==> config.mk <==
export PLATFORM = sky130hd
export DESIGN_NAME = fkvt_ctrl
export DESIGN_NICKNAME = d
export VERILOG_FILES = /design/src/sv/fkvt_pkg.sv /design/src/sv/fkvt_ctrl.sv
export SDC_FILE = /design/constraint.sdc
export NUM_CORES = 1
export LEC_CHECK = 0
export ABC_AREA = 1
export BUFFER_PORTS_ARGS = -buffer_cell sky130_fd_sc_hd__buf_2
export CAP_MARGIN = 20
export CELL_PAD_IN_SITES_DETAIL_PLACEMENT = 1
export CELL_PAD_IN_SITES_GLOBAL_PLACEMENT = 2
export CORE_AREA = 2 2 39 41
export DETAILED_ROUTE_END_ITERATION = 6
export DIE_AREA = 0 0 41 43
export GPL_ROUTABILITY_DRIVEN = 0
export PLACE_DENSITY = 0.51
export SYNTH_ARGS = -nofsm -noshare
export SYNTH_HDL_FRONTEND = slang
export SYNTH_SLANG_ARGS = --single-unit
==> constraint.sdc <==
create_clock -name clk_i -period 1.9 [get_ports clk_i]
set_clock_uncertainty 0.05 [all_clocks]
set_input_delay 0.38 -clock clk_i [delete_from_list [all_inputs] [get_ports clk_i]]
set_output_delay 0.38 -clock clk_i [all_outputs]
set_load 0.02 [all_outputs]
==> src/sv/fkvt_pkg.sv <==
// Package for the flow key-value table: command and status codes.
// No dependencies.
`default_nettype none
package fkvt_pkg;
  typedef enum logic [2:0] {
    CMD_INSERT = 3'd0,
    CMD_GET    = 3'd1,
    CMD_SET    = 3'd2,
    CMD_ADD    = 3'd3,
    CMD_REMOVE = 3'd4
  } cmd_e;

  typedef enum logic [1:0] {
    ST_OK   = 2'd0,
    ST_MISS = 2'd1,
    ST_FULL = 2'd2
  } status_e;

  typedef struct packed {
    logic rd_en;
    logic wr_en;
    logic clr_en;
  } ctrl_t;
endpackage
`default_nettype wire

==> src/sv/fkvt_ctrl.sv <==
// Controller: sequences clearing, read, update and result hand-off per transaction.
// Depends on fkvt_pkg.
`default_nettype none
module fkvt_ctrl (
  input  wire logic            clk_i,
  input  wire logic            rst_ni,
  input  wire logic            in_valid_i,
  output logic                 in_ready_o,
  output logic                 out_valid_o,
  input  wire logic            out_ready_i,
  input  wire logic            clr_done_i,
  output fkvt_pkg::ctrl_t      ctrl_o
);
  typedef enum logic [1:0] {S_CLEAR, S_IDLE, S_EXEC, S_OUT} state_e;
  state_e state_q, state_d;

  always_comb begin
    in_ready_o    = (state_q == S_IDLE);
    ctrl_o.rd_en  = in_valid_i && in_ready_o;
    ctrl_o.wr_en  = (state_q == S_EXEC);
    ctrl_o.clr_en = (state_q == S_CLEAR);
    state_d       = state_q;
    unique case (state_q)
      S_CLEAR: if (clr_done_i) state_d = S_IDLE;
      S_IDLE: if (in_valid_i) state_d = S_EXEC;
      S_EXEC: state_d = S_OUT;
      S_OUT:  if (out_ready_i) state_d = S_IDLE;
      default: state_d = S_IDLE;
    endcase
  end

  always_ff @(posedge clk_i or negedge rst_ni) begin
    if (!rst_ni) begin
      state_q     <= S_CLEAR;
      out_valid_o <= 1'b0;
    end else begin
      state_q     <= state_d;
      out_valid_o <= (state_d == S_OUT);
    end
  end

`ifndef SYNTHESIS
  a_exec_out: assert property (@(posedge clk_i) disable iff (!rst_ni)
    ctrl_o.wr_en |=> out_valid_o) else $error("exec not followed by result");
  a_no_accept_busy: assert property (@(posedge clk_i) disable iff (!rst_ni)
    out_valid_o |-> !in_ready_o) else $error("accept while result pending");
  a_hold: assert property (@(posedge clk_i) disable iff (!rst_ni)
    out_valid_o && !out_ready_i |=> out_valid_o) else $error("result dropped");
`endif
endmodule
`default_nettype wire

==> qor.yml, run 1 <==
cts_setup_buffers: 0
synth_seq_area_share_pct: 55.0
setup_tns_ns: 0
max_stage_delay_ns: 0.41
finalInstanceArea_sq_um: 238
wl_um: 391
hp-start: "clr_done_i"
clock-root-buffer: "clkbuf_4"
max-cap-violations: 0
wire_per_inst_um: 8.15
rsz0062_at_grt: "false"
use_met1_pct: 6.80
finalHoldViolations: 0
crit_slowest_cell: "dfrtp_1"
cp_max_fo: 5
gr-usage-met2_pct: 7.19
start_kind: "flip-flop"
grt_busiest_layer: "met2"
synth.net_count: 23
drv_slew: 0
status: "completed"
yosys_register_bits: 3
drive_gt1_share_pct: 43.8
fmax_mhz: 660
synth_top_cell_by_area: "dfrtp_1"
ys_types: 8
nFillCells: 174
coreArea_sq_um: 1380
cp.required_ns: 1.47
crit_path_cell_trace: "inv_2 > nor2_2 > nand2_1 > inv_1 > buf_2"
syn_to_final_growth_pct: 74.3
critPathTopFamily: "flip-flops"
clk_path_buf_depth: 2
finalWorstSetupSlack_ns: 0.384
endpoint_kind: "primary output"
critPathArrivalTime_ns: 1.09
vias: 155
dp_hpwl_um: 328
die-area_sq_um: 1760
fp.dieW_um: 41
timing.reg2reg.setup_slack_ns: 1.04
dr.pass1.iters: 2
h-tree-depth: 1
initial_utilization_pct: 9.86
layout_common_cells: "buf_2 (9), nand2_1 (5), inv_1 (4), clkbuf_4 (3), dfrtp_1 (3)"
hold_depth: 3
path_class: "reg2out"
final_common_cell: "buf_2"
syn_inst: 18
cts_tree: "yes"
cts.sinks: 3
slew_headroom_pct: 89.0
max-vdd-ir-drop_mv: 0.372
syn_area_sq_um: 136
reg2reg_depth: 4
clk_latency_ns: 0.23
r2r-start: "state_q[0]"
final_nets: 38
grt_pass1_wl_um: 655
drc_errors: 0
hold_end: "state_q[0]"
synth-warning-count: 0
antenna_left: 0
drt_iter0_markers: 2
avgSynthCellArea_sq_um: 7.58
dp_slack_ns: 0.626
via_per_inst: 3.23
post_cts_resized: 0
p_per_area_nw_per_um2: 1790
grt_pass1_vias: 162
die_h_um: 43
dpl-instance-area_sq_um: 201
io_pins: 10
setup-violations-final: 0
rr_endpoint: "state_q[1]"
fin_crit_ns: 1.52
synth_top_area_share_pct: 55.0
grt_usage_pct: 6.14
power_leakage_nw: 0.148
worstMarginPinSlew_ns: 0.165
globalRouteMet3Util_pct: 4.19
grt_overflow_total: 0
period_share_pct: 79.8
grt_max_degree: 6
num_antenna_cells: 0
yosys-top-cells-area: "dfrtp_1 (55%), nand2_1 (14%), inv_1 (11%)"
numCtsBuffers: 3
portBuffers: 9
num_rows: 14
antenna_found_initial: 0
path_buf_inv: 3
cts.clk_slew.worst_paths_ns: 0.04
worstHoldPathType: "in2reg"
synthesized netlist by cell type, drive strengths merged:
library cell,n
nand2,5
nand3,1
inv,5
a21oi,1
nor2,3
dfrtp,3
flip-flops by register name, indices dropped and copies added (netlist names):
register     count
out_valid_o      1
state_q          2
worst reg2reg max path: cells and delay by family, from the launching register on:
family / cells / cell delay [ns]
buf+inv: 1 / 0.08
simple gates: 3 / 0.19
flops: 1 / 0.42
kinds of logic (layout without fill, tap and decap cells):
group	count (synthesis)	in the layout	share of synthesized area, %
buffers and inverters	5	19	13.8
AO/OA/AOI/OAI	1	1	3.67
AND/OR/NAND/NOR	9	9	27.5
flip-flops	3	3	55.0
repair_timing:
action	CTS	global route
hold buffers	1	0
hold endpoints to repair	3	0
endpoints found under the setup margin	0	0
routing by layer:
layer  vias to the layer above  wire (um)
met1                        67        177
met5                         -          0
li1                         78          -
met4                         0          0
met3                         0         59
met2                        10        154
through the flow:
stage / power, mW / util [%] / std cells / hold slack (ns)
after floorplan: 0.247 / - / 18 / 0.0344
after global placement: 0.310 / 14.6 / 43 / 0.125
after detailed placement: 0.317 / 14.6 / 43 / 0.131
after CTS: 0.435 / 17.2 / 48 / 0.358
after global routing: 0.473 / 17.2 / 48 / 0.373
final: 0.425 / 17.2 / 48 / 0.363
power breakdown:
part | total, mW | switching, mW | internal, mW
logic | 0.190 | 0.127 | 0.0630
registers | 0.125 | 0.0304 | 0.0945
clock network | 0.111 | 0.0320 | 0.0786
total | 0.425 | 0.189 | 0.236
how the worst max path moves through the flow:
stage | end | start | depth (start not counted)
6_report | ctrl_o[2] | state_q[0] | 5
2_1_floorplan | ctrl_o[2] | state_q[1] | 3
5_1_grt | ctrl_o[2] | state_q[0] | 5
3_3_place_gp | ctrl_o[2] | state_q[1] | 4
3_5_place_dp | ctrl_o[2] | state_q[0] | 5
4_1_cts | ctrl_o[2] | state_q[0] | 5
layout make-up:
| type | instances | area (sq um) | share of cell area (%) |
|---|---|---|---|
| sequential | 3 | 75.1 | 31.6 |
| inverter | 5 | 18.8 | 7.89 |
| multi-input combinational | 10 | 42.5 | 17.9 |
| tap | 16 | 20.0 | 8.42 |
| clock buffer | 4 | 26.3 | 11.1 |
| timing repair buffer | 10 | 55.1 | 23.2 |
(Power assumes the default switching activity.)
==> run 2, diff against run 1 <==
ABC_AREA = 0   (was 1)
PLACE_DENSITY = 0.47   (was 0.51)
clock period = 1.43 ns   (was 1.9 ns; I/O delays follow)
==> run 2 against run 1 <==
  * Combinational power rose by 17%
  * Clock power rose by 34%
  * Synthesized cell count fell by 33%
  * Count of clock-buffer cells in the layout did not move
  * Area after synthesis fell by 3.7%
  * Die area did not move
  * First-iteration DRC count fell by 50%
  * Setup slack got worse by 0.26 ns
  * Utilization fell by 0.27 points
  * Power rose by 28%
  * Final cell count fell by 13%
  * Highest routed layer is now met4
==> qor.yml, run 2 <==
status: "completed"
portBuffers: 9
synth_top_area_share_pct: 57.1
cts.clk_slew.worst_paths_ns: 0.04
num_rows: 14
grt_busiest_layer: "met4"
initial_utilization_pct: 9.49
reg2reg_depth: 2
die-area_sq_um: 1760
hold_depth: 2
fmax_mhz: 764
drive_gt1_share_pct: 53.8
endpoint_kind: "primary output"
critPathArrivalTime_ns: 0.97
ys.flop_type: "dfrtp_1"
worstHoldPathType: "in2reg"
numCtsBuffers: 3
final_nets: 32
h-tree-depth: 1
power_leakage_nw: 0.116
synth_seq_area_share_pct: 57.1
ys_top_cells_by_count: "dfrtp_1 (3), nor2_1 (2), nor2b_1 (2)"
grt_pass1_wl_um: 510
max-cap-violations: 0
wl_um: 360
gr-usage-met2_pct: 6.25
async_flop_share_pct: 100
dp_cells: 37
final_common_cell: "buf_2"
via_per_inst: 3.26
die_h_um: 43
yosys_register_bits: 3
largest_reg_flops: 2
drc_errors: 0
hp-start: "out_ready_i"
cts_setup_buffers: 0
use_met1_pct: 4.22
hold_end: "out_valid_o"
cts_tree: "yes"
drv_slew: 0
drt_iter0_markers: 1
ys_types: 8
yosys-top-cells-area: "dfrtp_1 (57%), nor2b_1 (9.5%), a21boi_2 (8.6%)"
cp.required_ns: 1.09
synth_edf_count: 0
rsz0062_at_grt: "false"
setup-violations-final: 0
num_antenna_cells: 0
dp_hpwl_um: 288
period_share_pct: 91.6
grt_overflow_total: 0
grt_usage_pct: 5.14
fin_cells: 42
yosysMostFrequentCell: "dfrtp_1"
syn_area_sq_um: 131
fin_crit_ns: 1.31
io_pins: 10
grt_pass1_vias: 127
cp_max_fo: 6
slew_headroom_pct: 87.2
synth-warning-count: 0
grt_max_degree: 8
nFillCells: 162
setup_tns_ns: 0
p_per_area_nw_per_um2: 2330
synth.net_count: 17
antenna_left: 0
clock-root-buffer: "clkbuf_4"
cts.sinks: 3
globalRouteMet3Util_pct: 3.14
syn_to_final_growth_pct: 78.1
vias: 137
avgSynthCellArea_sq_um: 10.9
coreArea_sq_um: 1380
max-vdd-ir-drop_mv: 0.585
antenna_found_initial: 0
clk_latency_ns: 0.23
worstMarginPinSlew_ns: 0.192
layout_common_cells: "buf_2 (9), clkbuf_4 (3), nor2b_1 (2), nor2_1 (2), dfrtp_1 (2)"
largest_registers: "state_q x2, out_valid_o x1"
timing.reg2reg.setup_slack_ns: 0.43
rr_endpoint: "state_q[0]"
wire_per_inst_um: 8.57
synth_top_cell_by_area: "dfrtp_1"
r2r-start: "state_q[0]"
finalHoldViolations: 0
syn_inst: 12
path_class: "reg2out"
start_kind: "flip-flop"
clk_path_buf_depth: 2
dr.pass1.iters: 2
largest_register: "state_q"
fp.dieW_um: 41
run 2: logic make-up after synthesis:
family           Yosys count  share of synthesized area (%)
flip-flops                 3                           57.1
AO/OA/AOI/OAI              3                           20.0
AND/OR/NAND/NOR            6                           22.9
run 2: per-layer routing:
layer | wire length, um | up-vias
met1 | 150 | 59
met5 | 0 | -
met4 | 14 | 0
met3 | 43 | 2
met2 | 151 | 10
li1 | - | 66
run 2: worst max-delay path by stage:
stage,cells after the start,from,endpoint
after global placement,3,state_q[0],ctrl_o[2]
after floorplan,2,state_q[0],ctrl_o[2]
after global routing,2,state_q[1],ctrl_o[1]
after detailed placement,3,state_q[0],ctrl_o[2]
final,3,state_q[0],ctrl_o[2]
after CTS,3,state_q[0],ctrl_o[2]
run 2: cell type report:
class	instances	area [sq um]	share of cell area, %
Multi-Input combinational cell	9	56.3	24.1
Timing Repair Buffer	10	55.1	23.5
Sequential cell	3	76.3	32.6
Tap cell	16	20.0	8.56
Clock buffer	4	26.3	11.2
run 2: repair_timing:
item                                    in CTS  in global routing
hold buffers                                 1                  0
gates resized for setup                      0                  1
endpoints found under the hold margin        3                  0
endpoints found under the setup margin       0                  1
run 2: through the flow:
step / util, % / hold slack [ns] / cell area (sq um) / total power [mW] / setup WS (ns)
global placement: 14.2 / 0.0318 / 196 / 0.395 / 0.301
floorplan: - / -0.0596 / 131 / 0.311 / 0.320
CTS: 16.8 / 0.182 / 233 / 0.559 / 0.0474
global route: 16.9 / 0.187 / 234 / 0.588 / 0.0371
detailed placement: 14.2 / 0.0324 / 196 / 0.400 / 0.304
finish: 16.9 / 0.187 / 234 / 0.545 / 0.120
run 2: critical path, cell delays in order, from the launching register on:
cell     delay, ns
dfrtp_2       0.40
nand2_1       0.10
nor2_1        0.08
buf_2         0.16
run 2: where the power goes:
group | total (mW) | internal (mW) | switching (mW) | leakage [nW]
clock network | 0.149 | 0.105 | 0.0442 | 0.0150
logic | 0.223 | 0.0930 | 0.130 | 0.0668
registers | 0.173 | 0.126 | 0.0465 | 0.0345
